[src/rtl/gbec_out_fifo.sv]
// Result queue between the interpolation pipeline and the output stream.
// Register array with read and write pointers. No dependencies.
module gbec_out_fifo #(
    parameter int DEPTH = 16,
    parameter int WIDTH = 17
) (
    input  logic             i_clk,
    input  logic             i_rst_n,
    input  logic             i_push,
    input  logic [WIDTH-1:0] i_data,
    input  logic             i_pop,
    output logic             o_valid,
    output logic [WIDTH-1:0] o_data
);

    localparam int PTR_W = $clog2(DEPTH);
    localparam int CNT_W = $clog2(DEPTH + 1);
    localparam logic [PTR_W-1:0] LAST_PTR = PTR_W'(DEPTH - 1);

    logic [WIDTH-1:0] r_mem [DEPTH];
    logic [PTR_W-1:0] r_wr_ptr;
    logic [PTR_W-1:0] r_rd_ptr;
    logic [CNT_W-1:0] r_count;
    logic             w_pop;

    assign o_valid = (r_count != '0);
    assign o_data  = r_mem[r_rd_ptr];
    assign w_pop   = o_valid && i_pop;

    always_ff @(posedge i_clk) begin
        if (i_push) begin
            r_mem[r_wr_ptr] <= i_data;
        end
    end

    always_ff @(posedge i_clk) begin
        if (!i_rst_n) begin
            r_wr_ptr <= '0;
            r_rd_ptr <= '0;
            r_count  <= '0;
        end else begin
            if (i_push) begin
                r_wr_ptr <= (r_wr_ptr == LAST_PTR) ? '0 : r_wr_ptr + 1'b1;
            end
            if (w_pop) begin
                r_rd_ptr <= (r_rd_ptr == LAST_PTR) ? '0 : r_rd_ptr + 1'b1;
            end
            case ({i_push, w_pop})
                2'b10:   r_count <= r_count + 1'b1;
                2'b01:   r_count <= r_count - 1'b1;
                default: r_count <= r_count;
            endcase
        end
    end

endmodule

[config.mk]
export PLATFORM = sky130hd
export DESIGN_NAME = gbec_out_fifo
export DESIGN_NICKNAME = d
export VERILOG_FILES = /design/src/rtl/gbec_out_fifo.sv
export SDC_FILE = /design/constraint.sdc
export NUM_CORES = 1
export LEC_CHECK = 0
export ABC_AREA = 1
export BUFFER_PORTS_ARGS = -buffer_cell sky130_fd_sc_hd__buf_2
export CAP_MARGIN = 20
export CORE_UTILIZATION = 40
export CTS_CLUSTER_SIZE = 25
export DETAILED_ROUTE_END_ITERATION = 8
export HOLD_SLACK_MARGIN = 0.1
export PLACE_DENSITY = 0.62
export SYNTH_ARGS = -nofsm -noshare
export SYNTH_HDL_FRONTEND = slang
export SYNTH_SLANG_ARGS = --single-unit
[constraint.sdc]
create_clock -name i_clk -period 2.65 [get_ports i_clk]
set_clock_uncertainty 0.05 [all_clocks]
set_input_delay 0.265 -clock i_clk [delete_from_list [all_inputs] [get_ports i_clk]]
set_output_delay 0.265 -clock i_clk [all_outputs]
set_load 0.005 [all_outputs]
==> flow_summary.yaml <==
outcome:
  status: "completed"
power_and_ir_drop:
  vdd_drop_max_v: 0.000469
  leakagePower_uw: 0.00509
  p_per_area_nw_per_um2: 876
logic_synthesis:
  synth-warning-count: 0
  syn_area_um2: 12100
  synth.net_count: 1023
  syn_inst: 993
  seq_area_frac_synth_pct: 70.2
  ys_ff_latch: 289
  syn-mean-instance-area_um2: 12.2
  ys_types: 25
global_routing:
  grt_pass1_vias: 7247
  grt_max_degree: 128
  grt_usage_pct: 17.4
  overflow: 0
  antenna_found_initial: 1
  grt_pass1_wl_um: 41500
route:
  vias: 7396
  totalWireLength_um: 26300
  routedWlPerCell_um: 17.9
  firstDrtPassIters: 5
  drt-initial-drc-count: 605
  drc: 0
  via_per_inst: 5.03
  ant_nets: 0
sta:
  fin_tns_setup_ns: 0
  finalCriticalPeriod_ns: 2.40
  slew-limit-headroom_pct: 63.5
  setup_ws_ns: 0.253
  fin_crit_sh_pct: 90.5
  tightestPinTransition_ns: 0.548
  hold_ws_ns: 0.451
  rsz0062_at_grt: "false"
  fmax_mhz: 417
  setup_viol: 0
  hold_violations: 0
  report.final.slew_viol_count: 0
placed_design:
  post_dp_cell_area_um2: 12800
  place_ws_ns: 0.423
  hpwl_um: 15100
  port_buffers: 38
  gp_congestion: 0.739
cts:
  post_cts_resized: 0
  clock_sinks: 289
  clk_pin_slew_worst_paths_ns: 0.06
  clock-root-buffer: "clkbuf_16"
  insertion_delay_ns: 0.54
  htreeDepth: 1
  tritoncts: "yes"
  cts_buffer_depth: 3
  cts_made_buffers: 29
cells_and_area:
  fin_nets: 1086
  n_fill_cell: 2635
  ff_latch_area_um2: 8520
  syn2layout_area_growth_pct: 15.5
  final_cell_area_um2: 14000
  multi_input_area_um2: 2670
  final_cell_mix: "272 x edfxtp_1, 156 x inv_1, 117 x nand2_1"
  drive_above_1_share_pct: 13.4
  post-route-util_pct: 47.1
  mostFrequentLayoutCell: "edfxtp_1"
setup_path:
  critPathKind: "flip-flop to primary output"
  required_ns: 2.34
  cp-end-kind: "primary output"
  critPathArrivalTime_ns: 2.08
  start_kind: "flip-flop"
  cp_max_fo: 127
floorplan:
  dieHeight_um: 176
  die-area_um2: 31000
  rows: 63
  core_area_um2: 29700
  pin_count: 39
  chipWidth_um: 176
  start_util_pct: 40.8
flow_run:
  maxCapViolations: 0
min_path:
  hp-class: "flip-flop to flip-flop"
## synth_stat cells (all sizes together)
cell type | n | area share, %
a21oi | 77 | 3.2
buf | 37 | 2.7
clkbuf | 18 | 0.56
clkinv | 2 | 0.062
dfxtp | 17 | 2.8
edfxtp | 272 | 67
ha | 9 | 0.93
inv | 156 | 4.8
nand2 | 117 | 3.6
nand3 | 111 | 4.6
nand3b | 2 | 0.12
nand4 | 1 | 0.052
nor2 | 25 | 0.77
nor3 | 1 | 0.041
o211ai | 68 | 4.9
o21ai | 74 | 3.1
o21bai | 1 | 0.062
xnor2 | 2 | 0.14
xor2 | 3 | 0.22
## kinds of logic after synthesis
group | synth area share, %
AO/OA/AOI/OAI | 11.2
adder cells (fa/ha/maj) | 0.929
flip-flops | 70.2
buffers and inverters | 8.14
XOR/XNOR | 0.361
AND/OR/NAND/NOR | 9.19
## repair_timing
| action | in CTS | in global routing |
|---|---|---|
| hold buffers | 20 | 0 |
| buffers inserted | 0 | 0 |
| hold endpoints to repair | 286 | 0 |
## metrics by stage
| step | cells | power [µW] |
|---|---|---|
| CTS | 1468 | 12400 |
| detailed placement | 1395 | 8000 |
| global route | 1469 | 12900 |
| global placement | 1395 | 7940 |
| finish | 1469 | 12300 |
| floorplan | 993 | 7400 |
## worst paths after layout
check / start / to / slack (ns) / depth (start not counted)
setup / recovery: flip-flop / o_data[9] / 0.25 / 7
hold / removal: r_wr_ptr[2] / r_wr_ptr[2] / 0.45 / 2
setup reg to reg: r_count[0] / r_count[4] / 0.35 / 16
hold reg to reg: r_wr_ptr[2] / r_wr_ptr[2] / 0.45 / 2
## power breakdown
part           internal, µW  switching [µW]  leakage, µW  total [µW]
combinational           977            1740      0.00200        2720
clock                  2680            1690     0.000492        4360
sequential             5110            74.3      0.00260        5190
## area by class of cell
type / count / share of cell area [%]
Sequential cell: 289 / 60.8
Multi-Input combinational cell: 491 / 19.1
Clock buffer: 33 / 5.29
Timing Repair Buffer: 87 / 5.15
Inverter: 158 / 4.24
Tap cell: 390 / 3.48
Clock inverter: 20 / 1.95
Antenna cell: 1 / 0.0179
## per-layer routing
layer | track usage [%] | wire [µm] | up-vias
met2 | 28.3 | 12300 | 152
met3 | 2.58 | 1260 | 37
met5 | 0 | 0 | -
met4 | 4.28 | 531 | 0
li1 | - | - | 3614
met1 | 24.5 | 12200 | 3593
## flip-flops by register name, summed over array words and instances, names as in the netlist, named ones only
name / cells
r_count: 5
r_mem: 272
r_rd_ptr: 4
r_wr_ptr: 4
## worst max-delay path: stages, from the launching register on
cell	delay (ns)
dfxtp_4	0.38
buf_12	0.38
a21oi_1	0.13
o21ai_0	0.12
nand3_1	0.15
nand3_1	0.12
nand2_1	0.05
buf_2	0.12
Note: power is estimated with default switching activity, not from simulation.
