## config.mk

```make
export PLATFORM = sky130hd
export DESIGN_NAME = gbec_blend
export DESIGN_NICKNAME = d
export VERILOG_FILES = /design/src/rtl/gbec_blend.sv
export SDC_FILE = /design/constraint.sdc
export NUM_CORES = 2
export LEC_CHECK = 0
export BUFFER_PORTS_ARGS = -buffer_cell sky130_fd_sc_hd__buf_2
export CAP_MARGIN = 5
export CORE_ASPECT_RATIO = 0.5
export CORE_MARGIN = 2
export CORE_UTILIZATION = 56
export CTS_BUF_LIST = sky130_fd_sc_hd__clkbuf_2
export DETAILED_ROUTE_END_ITERATION = 8
export PLACE_DENSITY = 0.72
export SLEW_MARGIN = 20
export SYNTH_ARGS = -nofsm -noshare
export SYNTH_HDL_FRONTEND = slang
export SYNTH_SLANG_ARGS = --single-unit
```

## constraint.sdc

```tcl
create_clock -name i_clk -period 7.82 [get_ports i_clk]
set_input_delay 0.391 -clock i_clk [delete_from_list [all_inputs] [get_ports i_clk]]
set_output_delay 0.391 -clock i_clk [all_outputs]
set_load 0.01 [all_outputs]
```

## src/rtl/gbec_blend.sv

```systemverilog
// Bilinear blend of four neighbour samples with exact intermediate products.
// Four register stages: horizontal products, horizontal sums, vertical product,
// rounding. No dependencies.
module gbec_blend #(
    parameter int SAMPLE_BITS   = 16,
    parameter int FRACTION_BITS = 16
) (
    input  logic                            i_clk,
    input  logic signed [SAMPLE_BITS-1:0]   i_bot_left,
    input  logic signed [SAMPLE_BITS-1:0]   i_bot_right,
    input  logic signed [SAMPLE_BITS-1:0]   i_top_left,
    input  logic signed [SAMPLE_BITS-1:0]   i_top_right,
    input  logic        [FRACTION_BITS-1:0] i_dc,
    input  logic        [FRACTION_BITS-1:0] i_dr,
    output logic        [SAMPLE_BITS-1:0]   o_value
);

    localparam int S    = SAMPLE_BITS;
    localparam int F    = FRACTION_BITS;
    localparam int HP_W = S + F + 2;
    localparam int AB_W = S + F + 2;
    localparam int PV_W = AB_W + F + 2;

    localparam logic signed [PV_W-1:0] ROUND_C = PV_W'(1) << (2 * F - 1);

    logic signed [S:0]      w_bot_delta;
    logic signed [S:0]      w_top_delta;
    logic signed [AB_W:0]   w_vert_delta;
    logic signed [PV_W-1:0] n_sum;

    logic signed [HP_W-1:0] r_bot_prod;
    logic signed [HP_W-1:0] r_top_prod;
    logic signed [S-1:0]    r_bot_left;
    logic signed [S-1:0]    r_top_left;
    logic        [F-1:0]    r_dr1;
    logic        [F-1:0]    r_dr2;
    logic signed [AB_W-1:0] r_ab;
    logic signed [AB_W-1:0] r_at;
    logic signed [AB_W-1:0] r_ab3;
    logic signed [PV_W-1:0] r_vert_prod;

    // a*(1-d) + b*d is computed as a*1 + (b-a)*d, which is the same exact value.
    always_comb begin
        w_bot_delta  = {i_bot_right[S-1], i_bot_right} - {i_bot_left[S-1], i_bot_left};
        w_top_delta  = {i_top_right[S-1], i_top_right} - {i_top_left[S-1], i_top_left};
        w_vert_delta = {r_at[AB_W-1], r_at} - {r_ab[AB_W-1], r_ab};
        n_sum        = $signed({{2{r_ab3[AB_W-1]}}, r_ab3, {F{1'b0}}}) + r_vert_prod + ROUND_C;
    end

    always_ff @(posedge i_clk) begin
        r_bot_prod  <= w_bot_delta * $signed({1'b0, i_dc});
        r_top_prod  <= w_top_delta * $signed({1'b0, i_dc});
        r_bot_left  <= i_bot_left;
        r_top_left  <= i_top_left;
        r_dr1       <= i_dr;

        r_ab        <= $signed({{2{r_bot_left[S-1]}}, r_bot_left, {F{1'b0}}}) + r_bot_prod;
        r_at        <= $signed({{2{r_top_left[S-1]}}, r_top_left, {F{1'b0}}}) + r_top_prod;
        r_dr2       <= r_dr1;

        r_vert_prod <= w_vert_delta * $signed({1'b0, r_dr2});
        r_ab3       <= r_ab;

        // The blend is a convex mix, so the rounded value fits the sample width.
        o_value     <= n_sum[2*F+S-1:2*F];
    end

endmodule

```

==> impl_metrics.ini <==
[grt]
grt_max_degree = 55
grt_use_total_pct = 30.23
antenna_found_initial = 16
grt-ovfl-total = 0
first_global_vias = 46180
grt_pass1_wl_um = 236400

[critical_path]
critPathCaptureType = flop
required_ns = 8.80
startpoint_type = flop
critPathMaxStageDelay_ns = 0.54
setup.worst_path.class = reg2reg
crit_top_cell = fa_1
cp_data_arrival_time_ns = 9.04
slowest_stage = fa_1
critPathMaxFanout = 6

[clocking]
path_clk_slew_ns = 0.11
cts_tree = built
clock-sinks = 280
cts_buffer_depth = 3
clockRootBuffer = clkbuf_2
cts_inserted_buffers = 72
worst_skew_pair.late_latency_ns = 1.07
cts_htree_levels = 3

[sta]
tightest_slew_ns = 1.188
hold_viol_final = 0
fin_tns_setup_ns = -2.157
skew_ns = 0.1481
slew_headroom_pct = 20.68
worst_slack_ns = -0.2346
setup_viol = 17
fmax_ghz = 0.1242
rsz0062_at_grt = true
min_period_over_period_pct = 103.0
fin_crit_ns = 8.055
slew_violations = 0

[floorplan]
fp-row-count = 79
core_area_um2 = 93610
initial_utilization_pct = 56.87
dieArea_um2 = 97690
ios = 113
die_width_um = 440.0
die_h_um = 222.0

[finish]
nFillCells = 7306
drive_gt1_share_pct = 17.01
area_growth_pct = 16.60
layout.cells.non_filler = 7898
nets = 8186

[yosys]
ys_ff_latch = 280
synth.mux.area_fraction_pct = 0.4090
synthesis.nets = 7571
ys_warn_count = 0
yosys.area_share.simple_pct = 16.65
synth_edf_count = 0
yosys.area.top_type = fa_1
synth_ff_type = dfxtp_1
synth_area_leaders = fa_1 40%, dfxtp_1 11%, ha_1 10%
synth_top_area_share_pct = 39.86
netlist_instances = 5969
synth.most_common_cell = inv_1
ys_async_sr_fraction_pct = 0
synth.distinct_cells = 93
avgSynthCellArea_um2 = 8.918
synthTopCellsByCount = 1350 x inv_1, 1060 x fa_1, 701 x nand2_1, 445 x ha_1, 375 x and2_1
synth_xor_area_share_pct = 3.152
synth_top_family_by_area = adder cells
synth_compound_area_share_pct = 7.308
synth_fa_ha_area_share_pct = 50.36
synth_seq_area_share_pct = 10.53
syn_area_um2 = 53230

[hold_path]
hp-class = in2reg

[drt]
drtIter0Drc = 2950
wl_per_cell_um = 18.36
wl_um = 145000
vias_per_cell = 5.426
first_pass_iters = 7
num_vias = 42850
remaining_drc_errors = 0
ant_nets = 0

[job]
maxCapViolations = 0

[placement]
post-place-cells = 7629
dp_hpwl_um = 115700
io_buffers = 112
gp_congestion = 0.9501

[run_status]
status = finished, violations left
violations = negative setup slack
logic make-up after synthesis:
group | Yosys count
buffers and inverters | 1628
DFF | 280
xor gates and xnor gates | 190
and+or+nand+nor | 1776
AOI/OAI and AO/OA | 568
muxes | 20
adders and majority gates | 1507
timing repair:
action	4_1_cts	5_1_grt
setup endpoints to repair	21	54
buffers inserted	25	31
resized for setup	106	207
hold buffers	83	0
gates cloned	1	1
endpoints found under the hold margin	50	0
pin swaps	88	152
per-layer routing:
layer / global-route usage, % / share of wire (%) / routed length (um)
met4: 11.38 / 3.9 / 5630
met5: 0 / 0.066 / 95
met2: 50.10 / 48 / 69570
met1: 39.88 / 40 / 57780
met3: 5.098 / 8.2 / 11910
worst max-delay path: cells and delay by family, from the launching register on:
kind	cells	cell delay, ns
buffers and inverters	9	0.78
AO/OA/AOI/OAI	14	2.91
AND/OR/NAND/NOR	4	0.32
flip-flops	1	0.35
adder cells (fa/ha/maj)	8	3.56
XOR/XNOR	1	0.15
state kept, by name, indices dropped and copies added (netlist names):
| register | count |
|---|---|
| r_dr1 | 16 |
| r_ab | 34 |
| r_bot_left | 16 |
| r_top_prod | 34 |
| r_dr2 | 16 |
| r_bot_prod | 34 |
| o_value | 16 |
| r_at | 34 |
| r_ab3 | 32 |
| r_vert_prod | 32 |
| r_top_left | 16 |
placed cells by master (no fill, tap or decap), drive strengths merged, types with 30 or more instances in the layout:
cell type and count:
nor2 171, a21o 60, nand3b 33, a211oi 30
nor2b 102, fa 1060, inv 1354, xnor2 157
xor2 32, ha 445, buf 733, dfxtp 280
nand2 701, o21ai 117, a21oi 137, nand3 120
dlygate4sd3 83, nand2b 70, and2 375, nor3 69
clkbuf 97, and3 34
area by class of cell:
type	instances	area (um^2)	share of cell area (%)
Multi-Input combinational cell	4061	42660	68.72
Timing Repair Buffer	816	6452	10.40
Sequential cell	280	5638	9.083
Inverter	1353	5079	8.182
Tap cell	1255	1570	2.530
Clock buffer	97	485.5	0.7821
Clock inverter	30	172.7	0.2782
Antenna cell	6	15.01	0.02419
path summary, 6_finish.rpt:
| check | cells after the start | slack, ns | to | start |
|---|---|---|---|---|
| worst max-delay path | 36 | -0.23 | r_vert_prod[41] | r_ab[8] |
| worst min-delay path | 2 | 0.06 | r_bot_left[13] | i_bot_left[13] |
| worst max register to register | 36 | -0.23 | r_vert_prod[41] | r_ab[8] |
| worst min register to register | 0 | 0.28 | r_at[15] | r_top_prod[15] |
metrics by stage:
step | hold slack [ns] | area (um^2) | setup WS, ns | utilization [%]
detailed placement | 0.3121 | 58900 | -0.6575 | 62.92
floorplan | 0.3096 | 53330 | 0.0008304 | -
CTS | 0.0004737 | 61020 | -0.05880 | 65.19
finish | 0.05738 | 62070 | -0.2346 | 66.31
global placement | 0.3112 | 58900 | -0.5836 | 62.92
global route | -0.001894 | 62070 | -0.4785 | 66.31
Power is not shown: default switching activity piles up to over one toggle a cycle in this logic, so the estimate is an artifact.
